===== src/tanc_pkg.sv =====
// ----------------------------------------------------------------------------
// tanc_pkg
// Widths, constants and pipeline beat types shared by the triangle
// area / normal / centroid datapath.
// ----------------------------------------------------------------------------
package tanc_pkg;

  // coordinate format
  localparam int COORD_W   = 32;
  localparam int FRAC_BITS = 16;
  localparam int NVERT     = 3;
  localparam int NAXES     = 3;
  localparam int IN_W      = NVERT * NAXES * COORD_W;

  // edge vectors and cross product
  localparam int EDGE_W  = COORD_W + 1;
  localparam int PROD_W  = 2 * EDGE_W;
  localparam int CROSS_W = PROD_W + 1;
  localparam int MAG_W   = PROD_W;
  localparam int HALF_W  = MAG_W / 2;
  localparam int SQ_W    = 2 * MAG_W;
  localparam int SUM_W   = SQ_W + 2;

  // centroid: sum of three coordinates and divide by three
  localparam int SUM3_W      = COORD_W + 2;
  localparam int CMAG_W      = COORD_W + 1;
  localparam int CPROD_W     = 2 * CMAG_W;
  localparam int RECIP_SHIFT = CMAG_W + 1;
  localparam logic [CMAG_W-1:0] RECIP3 = CMAG_W'((64'd1 << RECIP_SHIFT) / 64'd3 + 64'd1);

  // normal division: quotient of sq * 2^(2*NORM_FRAC+2) over sum of squares
  localparam int NORM_FRAC = 30;
  localparam int QUO_W     = 2 * NORM_FRAC + 3;
  localparam int PREM_W    = SUM_W + 1;
  localparam int DIV_CELLS = QUO_W;

  // square root chain
  localparam int RAD_W      = SUM_W - 2 * FRAC_BITS;
  localparam int ROOT_W     = RAD_W / 2;
  localparam int SREM_W     = ROOT_W + 2;
  localparam int SQRT_CELLS = ROOT_W;
  localparam int SQ_LANES   = NAXES + 1;

  // result format
  localparam int AREA_W = 64;
  localparam int NORM_W = 32;
  localparam int OUT_W  = AREA_W + NAXES * NORM_W + NAXES * COORD_W;

  // one lane of the restoring divider
  typedef struct packed {
    logic [PREM_W-1:0] p;
    logic              nb;
    logic [QUO_W-1:0]  q;
  } div_lane_t;

  // beat moving down the divider chain
  typedef struct packed {
    logic                            valid;
    logic                            tri_ok;
    logic [NAXES-1:0]                neg;
    logic [NAXES-1:0][COORD_W-1:0]   center;
    logic [RAD_W-1:0]                area_rad;
    logic [SUM_W-1:0]                d;
    div_lane_t [NAXES-1:0]           lane;
  } div_pipe_t;

  // one lane of the digit-by-digit square root
  typedef struct packed {
    logic [RAD_W-1:0]  x;
    logic [SREM_W-1:0] r;
    logic [ROOT_W-1:0] q;
  } sqrt_lane_t;

  // beat moving down the square root chain; lane 0 is the area
  typedef struct packed {
    logic                            valid;
    logic                            tri_ok;
    logic [NAXES-1:0]                neg;
    logic [NAXES-1:0][COORD_W-1:0]   center;
    sqrt_lane_t [SQ_LANES-1:0]       lane;
  } sqrt_pipe_t;

endpackage


===== src/tanc_sqrt_cell.sv =====
// ----------------------------------------------------------------------------
// tanc_sqrt_cell
// One digit-by-digit integer square root step on four lanes; yields one
// root bit per lane and hands the beat to the next cell.
// ----------------------------------------------------------------------------
module tanc_sqrt_cell (
  input  logic                  clk,
  input  logic                  rst,
  input  logic                  en,
  input  tanc_pkg::sqrt_pipe_t  din,
  output tanc_pkg::sqrt_pipe_t  dout
);
  import tanc_pkg::*;

  logic [SREM_W-1:0] t     [SQ_LANES];
  logic [SREM_W-1:0] trial [SQ_LANES];
  logic              ge    [SQ_LANES];
  sqrt_pipe_t        dout_next;

  // bring down two radicand bits, trial subtract
  always_comb begin
    dout_next = din;
    for (int k = 0; k < SQ_LANES; k++) begin
      t[k]     = {din.lane[k].r[SREM_W-3:0], din.lane[k].x[RAD_W-1 -: 2]};
      trial[k] = {din.lane[k].q, 2'b01};
      ge[k]    = (t[k] >= trial[k]);
      dout_next.lane[k].r = ge[k] ? (t[k] - trial[k]) : t[k];
      dout_next.lane[k].q = {din.lane[k].q[ROOT_W-2:0], ge[k]};
      dout_next.lane[k].x = {din.lane[k].x[RAD_W-3:0], 2'b00};
    end
  end

  // hand off to neighbor
  always_ff @(posedge clk) begin
    if (rst) dout.valid <= 1'b0;
    else if (en) dout <= dout_next;
  end

endmodule


===== config.mk =====
export PLATFORM = sky130hd
export DESIGN_NAME = tanc_sqrt_cell
export DESIGN_NICKNAME = d
export VERILOG_FILES = /design/src/tanc_pkg.sv /design/src/tanc_sqrt_cell.sv
export SDC_FILE = /design/constraint.sdc
export NUM_CORES = 1
export LEC_CHECK = 0
export ABC_AREA = 1
export BUFFER_PORTS_ARGS = -buffer_cell sky130_fd_sc_hd__buf_2
export CORE_AREA = 2 2 723 725
export DETAILED_ROUTE_END_ITERATION = 6
export DIE_AREA = 0 0 725 727
export SLEW_MARGIN = 40
export SYNTH_ARGS = -nofsm -noshare
export SYNTH_HDL_FRONTEND = slang
export SYNTH_SLANG_ARGS = --single-unit

===== constraint.sdc =====
create_clock -name clk -period 98.5 [get_ports clk]
set_input_delay 14.775 -clock clk [delete_from_list [all_inputs] [get_ports clk]]
set_output_delay 14.775 -clock clk [all_outputs]
set_load 0.05 [all_outputs]

; After elaboration in Yosys (flattened, before gate mapping)
; Cells that the tools add are included.
[op_classes]
add_sub_neg = 4
n_lt_le_gt_ge = 4
mux = 4
bitwise_logic = 1
reduce_logical = 1
[op_table]
columns = op, count
row1 = $ge A53 B53 Y1, 4
row2 = $mux W53, 4
row3 = $sub A53 B53 Y53, 4
row4 = $reduce_and A2 Y1, 1
row5 = $not A1 Y1, 1
[totals]
register_bits = 917
inputBits = 928
out_inout_bits = 925
word_cells = 32

; Logic depth before layout (Yosys ltp)
[logic_depth]
word_depth = 2
mapped_depth = 16
ltp_nobuf = 16

; Worst setup path after synthesis
; Ideal clock, no wire load.
[synth_timing]
path_type = input port to flip-flop
startpoint = in en
endpoint = reg dout[0] (netlist bit) (enable)
setup_time_ns = 2.254
t_arrival_ns = 53.202
required_ns = 96.246
path_slack_ns = 43.044
path_stages = 2
n_path_buf = 0
cell_sequence = inv_1 nor2_1
[synth_between]
elab_chain_cells = 1
[synth_rtl]
columns = element, line_no
row1 = "start, declared", tanc_sqrt_cell.sv:9  ; input logic en,
row2 = $reduce_and A2 Y1 (no source line), --
row3 = "end signal, assigned", tanc_sqrt_cell.sv:36  ; else if (en) dout <= dout_next;
row4 = "end, declared", tanc_sqrt_cell.sv:11  ; output tanc_pkg::sqrt_pipe_t dout
; No other way between the ends.
; A chain may end at the register's enable or synchronous reset.

==> impl_metrics.toml <==
[run_status]
outcome = "finished clean"

[synth]
syn-cell-area_um2 = 50400
synthCells = 5913
yosys-top-cells-area = "edfxtp_1 55%, nand2_1 16%, inv_1 10%"
synth_top_area_frac = 0.546
netlist-cell-type-count = 35
yosysMostFrequentCell = "nand2_1"
synth_edf_count = 916
async_flop_share = 0
synth-main-ff-cell = "edfxtp_1"
yosysTopAreaCell = "edfxtp_1"
avgSynthCellArea_um2 = 8.52
yosys-top-cells-count = "2100 x nand2_1, 1344 x inv_1, 916 x edfxtp_1, 379 x nor2_1, 240 x nand3_1"
synth_seq_area_share = 0.546
ys_ff_latch = 917
ys.warnings.count = 0

[place]
place_ws_ns = 79.34
place_congestion = 0.983
dpl-instance-area_um2 = 68100
port_buffers = 1836
hpwl_mm = 423
post-place-cells = 14700

[layout]
drive_gt1_frac = 0.265
fin_util = 0.141
fin_nets = 8999
largest_reg_flops = 917
area_growth_pct = 45.1
design_area_um2 = 73100
largest_registers = "dout x917"
final_cells = 15000
largest_register = "dout"
fill_cells = 59900

[clocking]
cts_resized = 0
clock_latency_ns = 0.80
cts-root-buf = "clkbuf_16"
cts_tree = "built"
clk_pin_slew_ns = 0.06
post-cts-setup-buffers = 0
clock-sinks = 917
cts_buffers = 138
ctsHoldBuffers = 0
cts_max_path_buffers = 4
htreeDepth = 4

[drt]
antenna_left = 0
top_layer = "met5"
post_drt_via_cell_ratio = 3.27
route.detailed.drc = 0
wl_per_cell_um = 31.3
drtIter0Drc = 4068
wl_mm = 470
vias = 49100
wl_met1_mm = 189
dr_wl_met3_mm = 54.9
wl_met2_mm = 205
firstDrtPassIters = 6

[min_path]
hold_path_depth = 2
worst_hold_path_type = "register to register"

[timing]
hold_viol = 0
max_slew_margin = 0.452
finalMaxSlewViolations = 0
fin_crit_ns = 18.22
rsz0062_at_grt = "no"
setup_violations = 0
worst_pin_slew_ns = 0.822
fin_crit_sh = 0.185
skew_ns = 0
fin_ws_ns = 80.28
hold_ws_ns = 0.504
timing.setup.tns_ns = 0
fmax_mhz = 54.9

[critical_path]
cp_max_fo = 65
setup.worst_path.end_class = "register"
arrival_ns = 18.86
critPathKind = "primary input to register"
r2r_cells = 2
crit_required_ns = 99.13
cp-start-kind = "primary input"

[pwr]
power_leakage_nw = 34.2
power_mw = 1.38
peakVddDrop_mv = 0.0133
p_per_area_nw_per_um2 = 18.9

[job]
drv_cap = 0

[global_routing]
grt_start_max_net_pins = 136
track_usage = 0.171
antenna_found_initial = 382
grt-ovfl-total = 0
grt_pass1_vias = 46400
grt_pass1_wl_mm = 566

[die]
io_pins = 1853
die_h_um = 727
core.rowCount = 265
die_area_um2 = 527000
core_um2 = 519000
start_util = 0.0971
die_w_um = 725
worst paths after layout:
path,slack [ns],endpoint,startpoint
worst max-delay path,80.28,dout[505],din[428]
worst min-delay path,0.50,dout[924],dout[924]
worst max register to register,97.86,dout[924],dout[924]
worst min register to register,0.50,dout[924],dout[924]
layer usage:
| metal | vias up | track usage |
|---|---|---|
| met5 | - | 0 |
| met4 | 144 | 0.0588 |
| met3 | 745 | 0.0811 |
| met2 | 2489 | 0.268 |
| met1 | 23100 | 0.204 |
| li1 | 22700 | - |
report_power, final:
| part | leakage [nW] | switching, mW | total [mW] | internal [mW] |
|---|---|---|---|---|
| combinational | 23.4 | 0.292 | 0.369 | 0.0766 |
| clock | 2.24 | 0.220 | 0.528 | 0.308 |
| sequential | 8.57 | 0.0199 | 0.486 | 0.466 |
worst max-delay path, cell delays in order:
cell	delay [ns]
buf_2	0.36
inv_1	0.09
ha_1	0.38
nand2_1	0.13
nor2_1	0.21
nand2_1	0.11
nor2_1	0.11
nand2_1	0.06
nand3b_1	0.28
nand2_2	0.51
nand3_4	0.46
buf_4	0.62
nand3_1	0.35
nand2_1	0.34
logic make-up after synthesis:
group,after synthesis,synth area share
simple gates,2982,0.244
buf+inv,1418,0.109
flops,917,0.546
compound gates,271,0.0288
fa+ha+maj,212,0.0526
xor+xnor,112,0.0195
other cells,1,0.0000744
cell usage in the layout, fill, tap and decap left out, types with 12 or more instances in the layout:
cell	n
buf_2	1836
o21ai_0	35
edfxtp_1	916
inv_1	1344
xor2_1	108
o21bai_1	12
bufinv_16	17
diode_2	122
nand4_1	142
nand3_1	240
nor2_1	378
clkinv_1	20
clkbuf_1	13
nor3_1	34
nand2_1	2100
buf_4	13
o21ai_1	91
a21oi_1	121
ha_1	212
clkbuf_16	140
clkinv_2	24
nand3b_1	56
final cells by class:
| class | count | area, um2 | share of cell area |
|---|---|---|---|
| timing repair buffer | 1863 | 9530 | 0.130 |
| inverter | 1354 | 5080 | 0.0695 |
| clock buffer | 153 | 3550 | 0.0486 |
| antenna | 122 | 305 | 0.00417 |
| tap | 6942 | 8690 | 0.119 |
| clock inverter | 91 | 1040 | 0.0142 |
| multi-input combinational | 3585 | 17400 | 0.238 |
| sequential | 917 | 27500 | 0.376 |
Power figures use the tool's default switching activity.
