$ cat src/tanc_pkg.sv
// ----------------------------------------------------------------------------
// tanc_pkg
// Widths, constants and pipeline beat types shared by the triangle
// area / normal / centroid datapath.
// ----------------------------------------------------------------------------
package tanc_pkg;

  // coordinate format
  localparam int COORD_W   = 32;
  localparam int FRAC_BITS = 16;
  localparam int NVERT     = 3;
  localparam int NAXES     = 3;
  localparam int IN_W      = NVERT * NAXES * COORD_W;

  // edge vectors and cross product
  localparam int EDGE_W  = COORD_W + 1;
  localparam int PROD_W  = 2 * EDGE_W;
  localparam int CROSS_W = PROD_W + 1;
  localparam int MAG_W   = PROD_W;
  localparam int HALF_W  = MAG_W / 2;
  localparam int SQ_W    = 2 * MAG_W;
  localparam int SUM_W   = SQ_W + 2;

  // centroid: sum of three coordinates and divide by three
  localparam int SUM3_W      = COORD_W + 2;
  localparam int CMAG_W      = COORD_W + 1;
  localparam int CPROD_W     = 2 * CMAG_W;
  localparam int RECIP_SHIFT = CMAG_W + 1;
  localparam logic [CMAG_W-1:0] RECIP3 = CMAG_W'((64'd1 << RECIP_SHIFT) / 64'd3 + 64'd1);

  // normal division: quotient of sq * 2^(2*NORM_FRAC+2) over sum of squares
  localparam int NORM_FRAC = 30;
  localparam int QUO_W     = 2 * NORM_FRAC + 3;
  localparam int PREM_W    = SUM_W + 1;
  localparam int DIV_CELLS = QUO_W;

  // square root chain
  localparam int RAD_W      = SUM_W - 2 * FRAC_BITS;
  localparam int ROOT_W     = RAD_W / 2;
  localparam int SREM_W     = ROOT_W + 2;
  localparam int SQRT_CELLS = ROOT_W;
  localparam int SQ_LANES   = NAXES + 1;

  // result format
  localparam int AREA_W = 64;
  localparam int NORM_W = 32;
  localparam int OUT_W  = AREA_W + NAXES * NORM_W + NAXES * COORD_W;

  // one lane of the restoring divider
  typedef struct packed {
    logic [PREM_W-1:0] p;
    logic              nb;
    logic [QUO_W-1:0]  q;
  } div_lane_t;

  // beat moving down the divider chain
  typedef struct packed {
    logic                            valid;
    logic                            tri_ok;
    logic [NAXES-1:0]                neg;
    logic [NAXES-1:0][COORD_W-1:0]   center;
    logic [RAD_W-1:0]                area_rad;
    logic [SUM_W-1:0]                d;
    div_lane_t [NAXES-1:0]           lane;
  } div_pipe_t;

  // one lane of the digit-by-digit square root
  typedef struct packed {
    logic [RAD_W-1:0]  x;
    logic [SREM_W-1:0] r;
    logic [ROOT_W-1:0] q;
  } sqrt_lane_t;

  // beat moving down the square root chain; lane 0 is the area
  typedef struct packed {
    logic                            valid;
    logic                            tri_ok;
    logic [NAXES-1:0]                neg;
    logic [NAXES-1:0][COORD_W-1:0]   center;
    sqrt_lane_t [SQ_LANES-1:0]       lane;
  } sqrt_pipe_t;

endpackage

$ cat src/tanc_div_cell.sv
// ----------------------------------------------------------------------------
// tanc_div_cell
// One restoring-division step on three lanes sharing one divisor; yields
// one quotient bit per lane and hands the beat to the next cell.
// ----------------------------------------------------------------------------
module tanc_div_cell (
  input  logic                 clk,
  input  logic                 rst,
  input  logic                 en,
  input  tanc_pkg::div_pipe_t  din,
  output tanc_pkg::div_pipe_t  dout
);
  import tanc_pkg::*;

  logic [PREM_W-1:0] t  [NAXES];
  logic              ge [NAXES];
  div_pipe_t         dout_next;

  // shift in one dividend bit, trial subtract
  always_comb begin
    dout_next = din;
    for (int k = 0; k < NAXES; k++) begin
      t[k]  = {din.lane[k].p[PREM_W-2:0], din.lane[k].nb};
      ge[k] = (t[k] >= {1'b0, din.d});
      dout_next.lane[k].p  = ge[k] ? (t[k] - {1'b0, din.d}) : t[k];
      dout_next.lane[k].q  = {din.lane[k].q[QUO_W-2:0], ge[k]};
      dout_next.lane[k].nb = 1'b0;
    end
  end

  // hand off to neighbor
  always_ff @(posedge clk) begin
    if (rst) dout.valid <= 1'b0;
    else if (en) dout <= dout_next;
  end

endmodule

$ cat config.mk
export PLATFORM = sky130hd
export DESIGN_NAME = tanc_div_cell
export DESIGN_NICKNAME = d
export VERILOG_FILES = /design/src/tanc_pkg.sv /design/src/tanc_div_cell.sv
export SDC_FILE = /design/constraint.sdc
export NUM_CORES = 2
export LEC_CHECK = 0
export BUFFER_PORTS_ARGS = -buffer_cell sky130_fd_sc_hd__buf_2
export CORE_AREA = 2 2 728 730
export CTS_CLUSTER_DIAMETER = 100
export CTS_CLUSTER_SIZE = 10
export DETAILED_ROUTE_END_ITERATION = 8
export DIE_AREA = 0 0 730 732
export HOLD_SLACK_MARGIN = 0.05
export PLACE_DENSITY_LB_ADDON = 0.2
export SETUP_SLACK_MARGIN = 0.2
export SLEW_MARGIN = 20
export SYNTH_ARGS = -nofsm -noshare
export SYNTH_HDL_FRONTEND = slang
export SYNTH_SLANG_ARGS = --single-unit
$ cat constraint.sdc
create_clock -name clk -period 143.1 [get_ports clk]
set_input_delay 28.62 -clock clk [delete_from_list [all_inputs] [get_ports clk]]
set_output_delay 28.62 -clock clk [all_outputs]
set_load 0.03 [all_outputs]
After elaboration in Yosys (flattened, before gate mapping) --
Index checks and enable logic that the tools add are counted.
Word-level totals: flip-flop bits (word level) 931, bits in latches 0, RAM bits 0, ROM bits 0, output and inout bits 934, logic and storage cells 25, memories 0
Operators by class: add/sub/neg operators 3, multiply operators 0, divide/modulo/power cells 0, $lt $le $gt $ge 3, eq/ne operators 0, shift-type cells 0, multiplexer cells 3, bitwise logic cells 1, reduce and logical (&&, ||, !) cells 1
Operator list (number):
- greater-or-equal comparator 135 x 134 -> 1 bit | 3
- 2-to-1 mux 135 bit | 3
- subtractor 135 x 134 -> 135 bit | 3
- AND reduction 2 bit | 1
- NOT 1 bit | 1

Logic depth before layout (Yosys ltp) --
depth after elaboration 2, depth in mapped cells 19

Worst setup path before layout --
OpenSTA, ideal clock, no wires.
kind input port to flip-flop, from input rst, to register dout[0] in the netlist's numbering (enable), library setup time 2.378 ns, arrival 69.627 ns, data required time 140.722 ns, setup slack 71.095 ns, cell stages on the path 1, cell sequence nor2b_1
On the way: word-level cells in the longest chain between the ends 2
RTL lines:
- from (decl) | RTL line tanc_div_cell.sv:8 | input logic rst,
- NOT 1 bit (no source line)
- AND reduction 2 bit (no source line)
- to (signal assigned) | RTL line tanc_div_cell.sv:34 | else if (en) dout <= dout_next;
- to (decl) | RTL line tanc_div_cell.sv:11 | output tanc_pkg::div_pipe_t dout
No other way between the ends. A chain may end at the register's enable or synchronous reset.

==> impl_metrics.prom <==
# TYPE chip_impl_metric gauge
chip_impl_metric{name="gr-usage-all-layers",unit="%"} 17.9
chip_impl_metric{name="timing.critical_path.buf_inv",unit=""} 8
chip_impl_metric{name="grt_overflow",unit=""} 0
chip_impl_metric{name="die-area",unit="µm²"} 534000
chip_impl_metric{name="maxClockFrequency",unit="GHz"} 0.0285
chip_impl_metric{name="io_buffers",unit=""} 1861
chip_impl_metric{name="core.rowCount",unit=""} 267
chip_impl_info{name="crit-reg2reg-launch",value="dout[933]"} 1
chip_impl_metric{name="reg2regPathDepth",unit=""} 2
chip_impl_info{name="setup.worst_path.start_class",value="input pin"} 1
chip_impl_metric{name="cts-root-to-sink-buffers",unit=""} 4
chip_impl_metric{name="grt_max_degree",unit=""} 146
chip_impl_metric{name="boundaryPins",unit=""} 1871
chip_impl_info{name="cts_tree",value="built"} 1
chip_impl_metric{name="insertion_delay_to_the_later_sink_of_the_worst_skew_pair",unit="ps"} 830
chip_impl_info{name="hold_end",value="dout[933]"} 1
chip_impl_metric{name="number_of_cells_upsized_or_downsized_after_cts",unit=""} 0
chip_impl_metric{name="tightest_slew",unit="ps"} 1270
chip_impl_metric{name="static-leakage-power",unit="nW"} 31.6
chip_impl_metric{name="cellInternalPower",unit="mW"} 0.611
chip_impl_info{name="crit_path_cell_trace",value="buf_2 -> inv_1 -> ha_1 -> a21oi_1 -> a2111oi_2 -> nor3_1 -> a221oi_2 -> a31oi_1 -> buf_4 -> o211ai_1 -> buf_4 -> a31oi_1 -> buf_4 -> o21a_1 -> o31a_1 -> o21a_4 -> inv_8 -> buf_4 -> buf_4 -> nor2_1 -> a21oi_1"} 1
chip_impl_info{name="synth_flop_cell",value="sky130_fd_sc_hd__edfxtp_1"} 1
chip_impl_metric{name="grt_first_pass_wirelength",unit="µm"} 622000
chip_impl_metric{name="die_span_y",unit="µm"} 732
chip_impl_metric{name="num-fill-cells",unit=""} 60100
chip_impl_metric{name="cts.clk_slew.worst_paths",unit="ps"} 60
chip_impl_metric{name="place.gp.congestion",unit=""} 0.895
chip_impl_metric{name="yosys_warnings",unit=""} 0
chip_impl_metric{name="average_wire_per_standard_cell",unit="µm"} 33.1
chip_impl_metric{name="multi_input_gate_area",unit="µm²"} 29400
chip_impl_metric{name="first_global_vias",unit=""} 57300
chip_impl_metric{name="async_reset_ff_share",unit="%"} 0
chip_impl_metric{name="layout.nets",unit=""} 9356
chip_impl_metric{name="numClockSinks",unit=""} 931
chip_impl_info{name="layout_top_registers",value="dout (931)"} 1
chip_impl_info{name="clockRootBuffer",value="sky130_fd_sc_hd__clkbuf_16"} 1
chip_impl_metric{name="synth.cell_area",unit="µm²"} 59700
chip_impl_metric{name="drt_iter0_markers",unit=""} 4126
chip_impl_metric{name="synth.lib_cells_used.distinct",unit=""} 99
chip_impl_metric{name="yosysSeqAreaShare",unit="%"} 46.8
chip_impl_info{name="cpMaxStageDelayCell",value="sky130_fd_sc_hd__a21oi_1"} 1
chip_impl_info{name="setup.worst_path.class",value="in2reg"} 1
chip_impl_info{name="worstReg2RegEnd",value="dout[933]"} 1
chip_impl_metric{name="dpl-instance-area",unit="µm²"} 77200
chip_impl_info{name="outcome",value="complete, no violations"} 1
chip_impl_metric{name="finalSetupTns",unit="ps"} 0
chip_impl_metric{name="final.setup_skew",unit="ps"} 0
chip_impl_metric{name="postSynthRegisterBits",unit=""} 931
chip_impl_metric{name="die-width",unit="µm"} 730
chip_impl_metric{name="final_critical_path_setup_slack",unit="ps"} 108010
chip_impl_metric{name="swShare",unit="%"} 38.8
chip_impl_metric{name="vias_per_cell",unit=""} 3.85
chip_impl_info{name="critPathCaptureType",value="flip-flop"} 1
chip_impl_info{name="mostFrequentLayoutCells",value="sky130_fd_sc_hd__buf_2, sky130_fd_sc_hd__edfxtp_1, sky130_fd_sc_hd__a21oi_1"} 1
chip_impl_metric{name="layout.area.seq",unit="µm²"} 27900
chip_impl_metric{name="drive_gt1_share",unit="%"} 27.7
chip_impl_metric{name="final-max-slew-violation-count",unit=""} 0
chip_impl_info{name="hold_path_class",value="reg2reg"} 1
chip_impl_metric{name="switchingPower",unit="mW"} 0.387
chip_impl_metric{name="hold-path-cell-count",unit=""} 2
chip_impl_metric{name="post-cts-setup-buffers",unit=""} 0
chip_impl_metric{name="maxCapViolations",unit=""} 0
chip_impl_metric{name="grt_antenna_before_repair",unit=""} 319
chip_impl_info{name="setup.worst_path.start",value="din[598]"} 1
chip_impl_metric{name="vias",unit=""} 58300
chip_impl_metric{name="critical_path_peak_fanout",unit=""} 116
chip_impl_metric{name="worst_slew_margin_rel",unit="%"} 14.3
chip_impl_metric{name="pwr_density_cell",unit="nW/µm²"} 12.2
chip_impl_metric{name="dp_hpwl",unit="µm"} 441000
chip_impl_info{name="critical-path-top-cell-by-count",value="sky130_fd_sc_hd__buf_4"} 1
chip_impl_metric{name="clkPwrFrac",unit="%"} 34.6
chip_impl_metric{name="vdd_drop_max",unit="V"} 0.00000737
chip_impl_metric{name="timing.reg2reg.setup_slack",unit="ps"} 142530
chip_impl_metric{name="post_cts_hold_buffer_count",unit=""} 0
chip_impl_metric{name="dp_slack",unit="ps"} 107090
chip_impl_metric{name="fin_area",unit="µm²"} 81600
chip_impl_metric{name="design.core.area",unit="µm²"} 527000
chip_impl_metric{name="layout_worst_path_cycle_share",unit="%"} 24.5
chip_impl_metric{name="post_synth_inst_count",unit=""} 6241
chip_impl_metric{name="h_tree_levels",unit=""} 4
chip_impl_metric{name="finalWorstPathRequiredPeriod",unit="ps"} 35090
chip_impl_metric{name="signal_arrival_time_at_the_worst_endpoint",unit="ps"} 35590
chip_impl_metric{name="antenna_violating_nets_post_route",unit=""} 0
chip_impl_metric{name="largest_reg_flops",unit=""} 931
chip_impl_metric{name="critical_path.max_stage_delay",unit="ps"} 730
chip_impl_metric{name="power.share.sequential",unit="%"} 34.5
chip_impl_metric{name="synth_enable_flop_cells",unit=""} 930
chip_impl_metric{name="hold_violations",unit=""} 0
chip_impl_info{name="timing.hold.worst.start",value="dout[933]"} 1
chip_impl_metric{name="report.final.setup_viol",unit=""} 0
chip_impl_metric{name="floorplan.initialDensity",unit="%"} 11.3
chip_impl_metric{name="post_synth.cell_area_avg",unit="µm²"} 9.56
chip_impl_metric{name="cp_data_required_time",unit="ps"} 143600
chip_impl_metric{name="firstDrtPassIters",unit=""} 5
chip_impl_info{name="mostFrequentLayoutCell",value="sky130_fd_sc_hd__buf_2"} 1
chip_impl_info{name="regMostFlops",value="dout"} 1
chip_impl_metric{name="drt_drc_violations_left",unit=""} 0
chip_impl_metric{name="combinationalPowerShare",unit="%"} 30.9
chip_impl_metric{name="area_delta_synth_final",unit="%"} 36.7
chip_impl_info{name="rsz0062_at_grt",value="false"} 1
chip_impl_info{name="critical_path.top_delay_family",value="compound AO/OA/AOI/OAI gates"} 1
chip_impl_metric{name="final_routed_wirelength",unit="µm"} 502000
chip_impl_metric{name="inserted_clock_buffers",unit=""} 138
[metrics by stage]
stage	hold WS [ps]	instances	total power [mW]	util, %
after floorplan	630	6243	0.533	-
after global placement	481	14900	0.663	14.7
after detailed placement	481	14900	0.661	14.7
after CTS	494	15100	1.02	15.4
after global routing	569	15100	1.04	15.5
final	489	15100	0.998	15.5
[how the worst max path moves through the flow]
stage | to | cells past startpoint | slack, ps
6_report | dout[495] | 21 | 108010
5_1_grt | dout[495] | 21 | 107590
4_1_cts | dout[495] | 21 | 107960
3_5_place_dp | dout[495] | 21 | 107090
3_3_place_gp | dout[495] | 21 | 107030
2_1_floorplan | dout[0] | 1 | 71090
[worst register-to-register path, stage by stage, from the launching register on]
cell,delay (ps)
sky130_fd_sc_hd__dfxtp_1,300
sky130_fd_sc_hd__mux2i_1,120
sky130_fd_sc_hd__nor2_1,50
[routing by layer]
layer,up-vias,part of all wire [%],track usage (%)
met5,-,0.24,0
met2,2367,51,33.2
li1,26800,-,-
met4,170,5.3,7.69
met3,846,8.4,6.25
met1,28100,35,18.0
[power groups by stage]
stage	clock (mW)	sequential, mW	combinational, mW
final	0.346	0.344	0.308
after detailed placement	0	0.350	0.311
after floorplan	0	0.409	0.125
after global routing	0.367	0.345	0.329
after global placement	0	0.350	0.314
after CTS	0.362	0.344	0.313
[cells in the mapped netlist, types with 17 or more instances]
cell | count | area [µm²]
sky130_fd_sc_hd__o221ai_1 | 17 | 149
sky130_fd_sc_hd__xor2_1 | 147 | 1290
sky130_fd_sc_hd__o21ai_1 | 41 | 205
sky130_fd_sc_hd__nor3_1 | 99 | 495
sky130_fd_sc_hd__a21oi_1 | 852 | 4260
sky130_fd_sc_hd__o21a_1 | 51 | 383
sky130_fd_sc_hd__nand2_1 | 649 | 2440
sky130_fd_sc_hd__or3_1 | 24 | 150
sky130_fd_sc_hd__o211ai_1 | 27 | 203
sky130_fd_sc_hd__a31oi_1 | 55 | 344
sky130_fd_sc_hd__nand4_1 | 215 | 1350
sky130_fd_sc_hd__nand3_1 | 63 | 315
sky130_fd_sc_hd__o21ai_0 | 477 | 2390
sky130_fd_sc_hd__nand2b_1 | 32 | 200
sky130_fd_sc_hd__nor2_1 | 569 | 2140
sky130_fd_sc_hd__edfxtp_1 | 930 | 27900
sky130_fd_sc_hd__a221oi_1 | 19 | 166
sky130_fd_sc_hd__nor4_1 | 41 | 257
sky130_fd_sc_hd__inv_1 | 286 | 1070
sky130_fd_sc_hd__and2_1 | 21 | 131
sky130_fd_sc_hd__a21o_1 | 155 | 1160
sky130_fd_sc_hd__and3_1 | 32 | 200
sky130_fd_sc_hd__xnor2_1 | 229 | 2010
sky130_fd_sc_hd__nor2b_1 | 26 | 163
sky130_fd_sc_hd__or2_2 | 31 | 194
sky130_fd_sc_hd__a21boi_0 | 35 | 263
sky130_fd_sc_hd__clkbuf_1 | 266 | 998
sky130_fd_sc_hd__o21bai_1 | 134 | 1010
sky130_fd_sc_hd__ha_1 | 402 | 5030
sky130_fd_sc_hd__buf_2 | 20 | 100
sky130_fd_sc_hd__a211oi_1 | 22 | 165
sky130_fd_sc_hd__o31ai_1 | 33 | 248
[logic make-up (layout without fill, tap and decap cells)]
| logic type | after synthesis | in the layout | share of synthesized area (%) |
|---|---|---|---|
| xor gates and xnor gates | 376 | 376 | 5.52 |
| and+or+nand+nor | 1859 | 1859 | 14.3 |
| buffers and inverters | 604 | 2438 | 4.16 |
| other | 1 | 81 | 0.00628 |
| muxes | 8 | 8 | 0.143 |
| DFF | 931 | 931 | 46.8 |
| AOI/OAI and AO/OA | 2057 | 2057 | 20.5 |
| adders and majority gates | 405 | 405 | 8.53 |
[layout make-up]
| cell class | instances | area share, % |
|---|---|---|
| clock inverters | 56 | 0.814 |
| diodes | 78 | 0.239 |
| multi-input cells | 4708 | 36.1 |
| clock buffers | 147 | 4.33 |
| repair buffers | 1946 | 12.2 |
| flip-flops and latches | 931 | 34.3 |
| inverters | 289 | 1.35 |
| well taps | 6994 | 10.7 |
No activity file was read; power rests on OpenSTA's default activity.
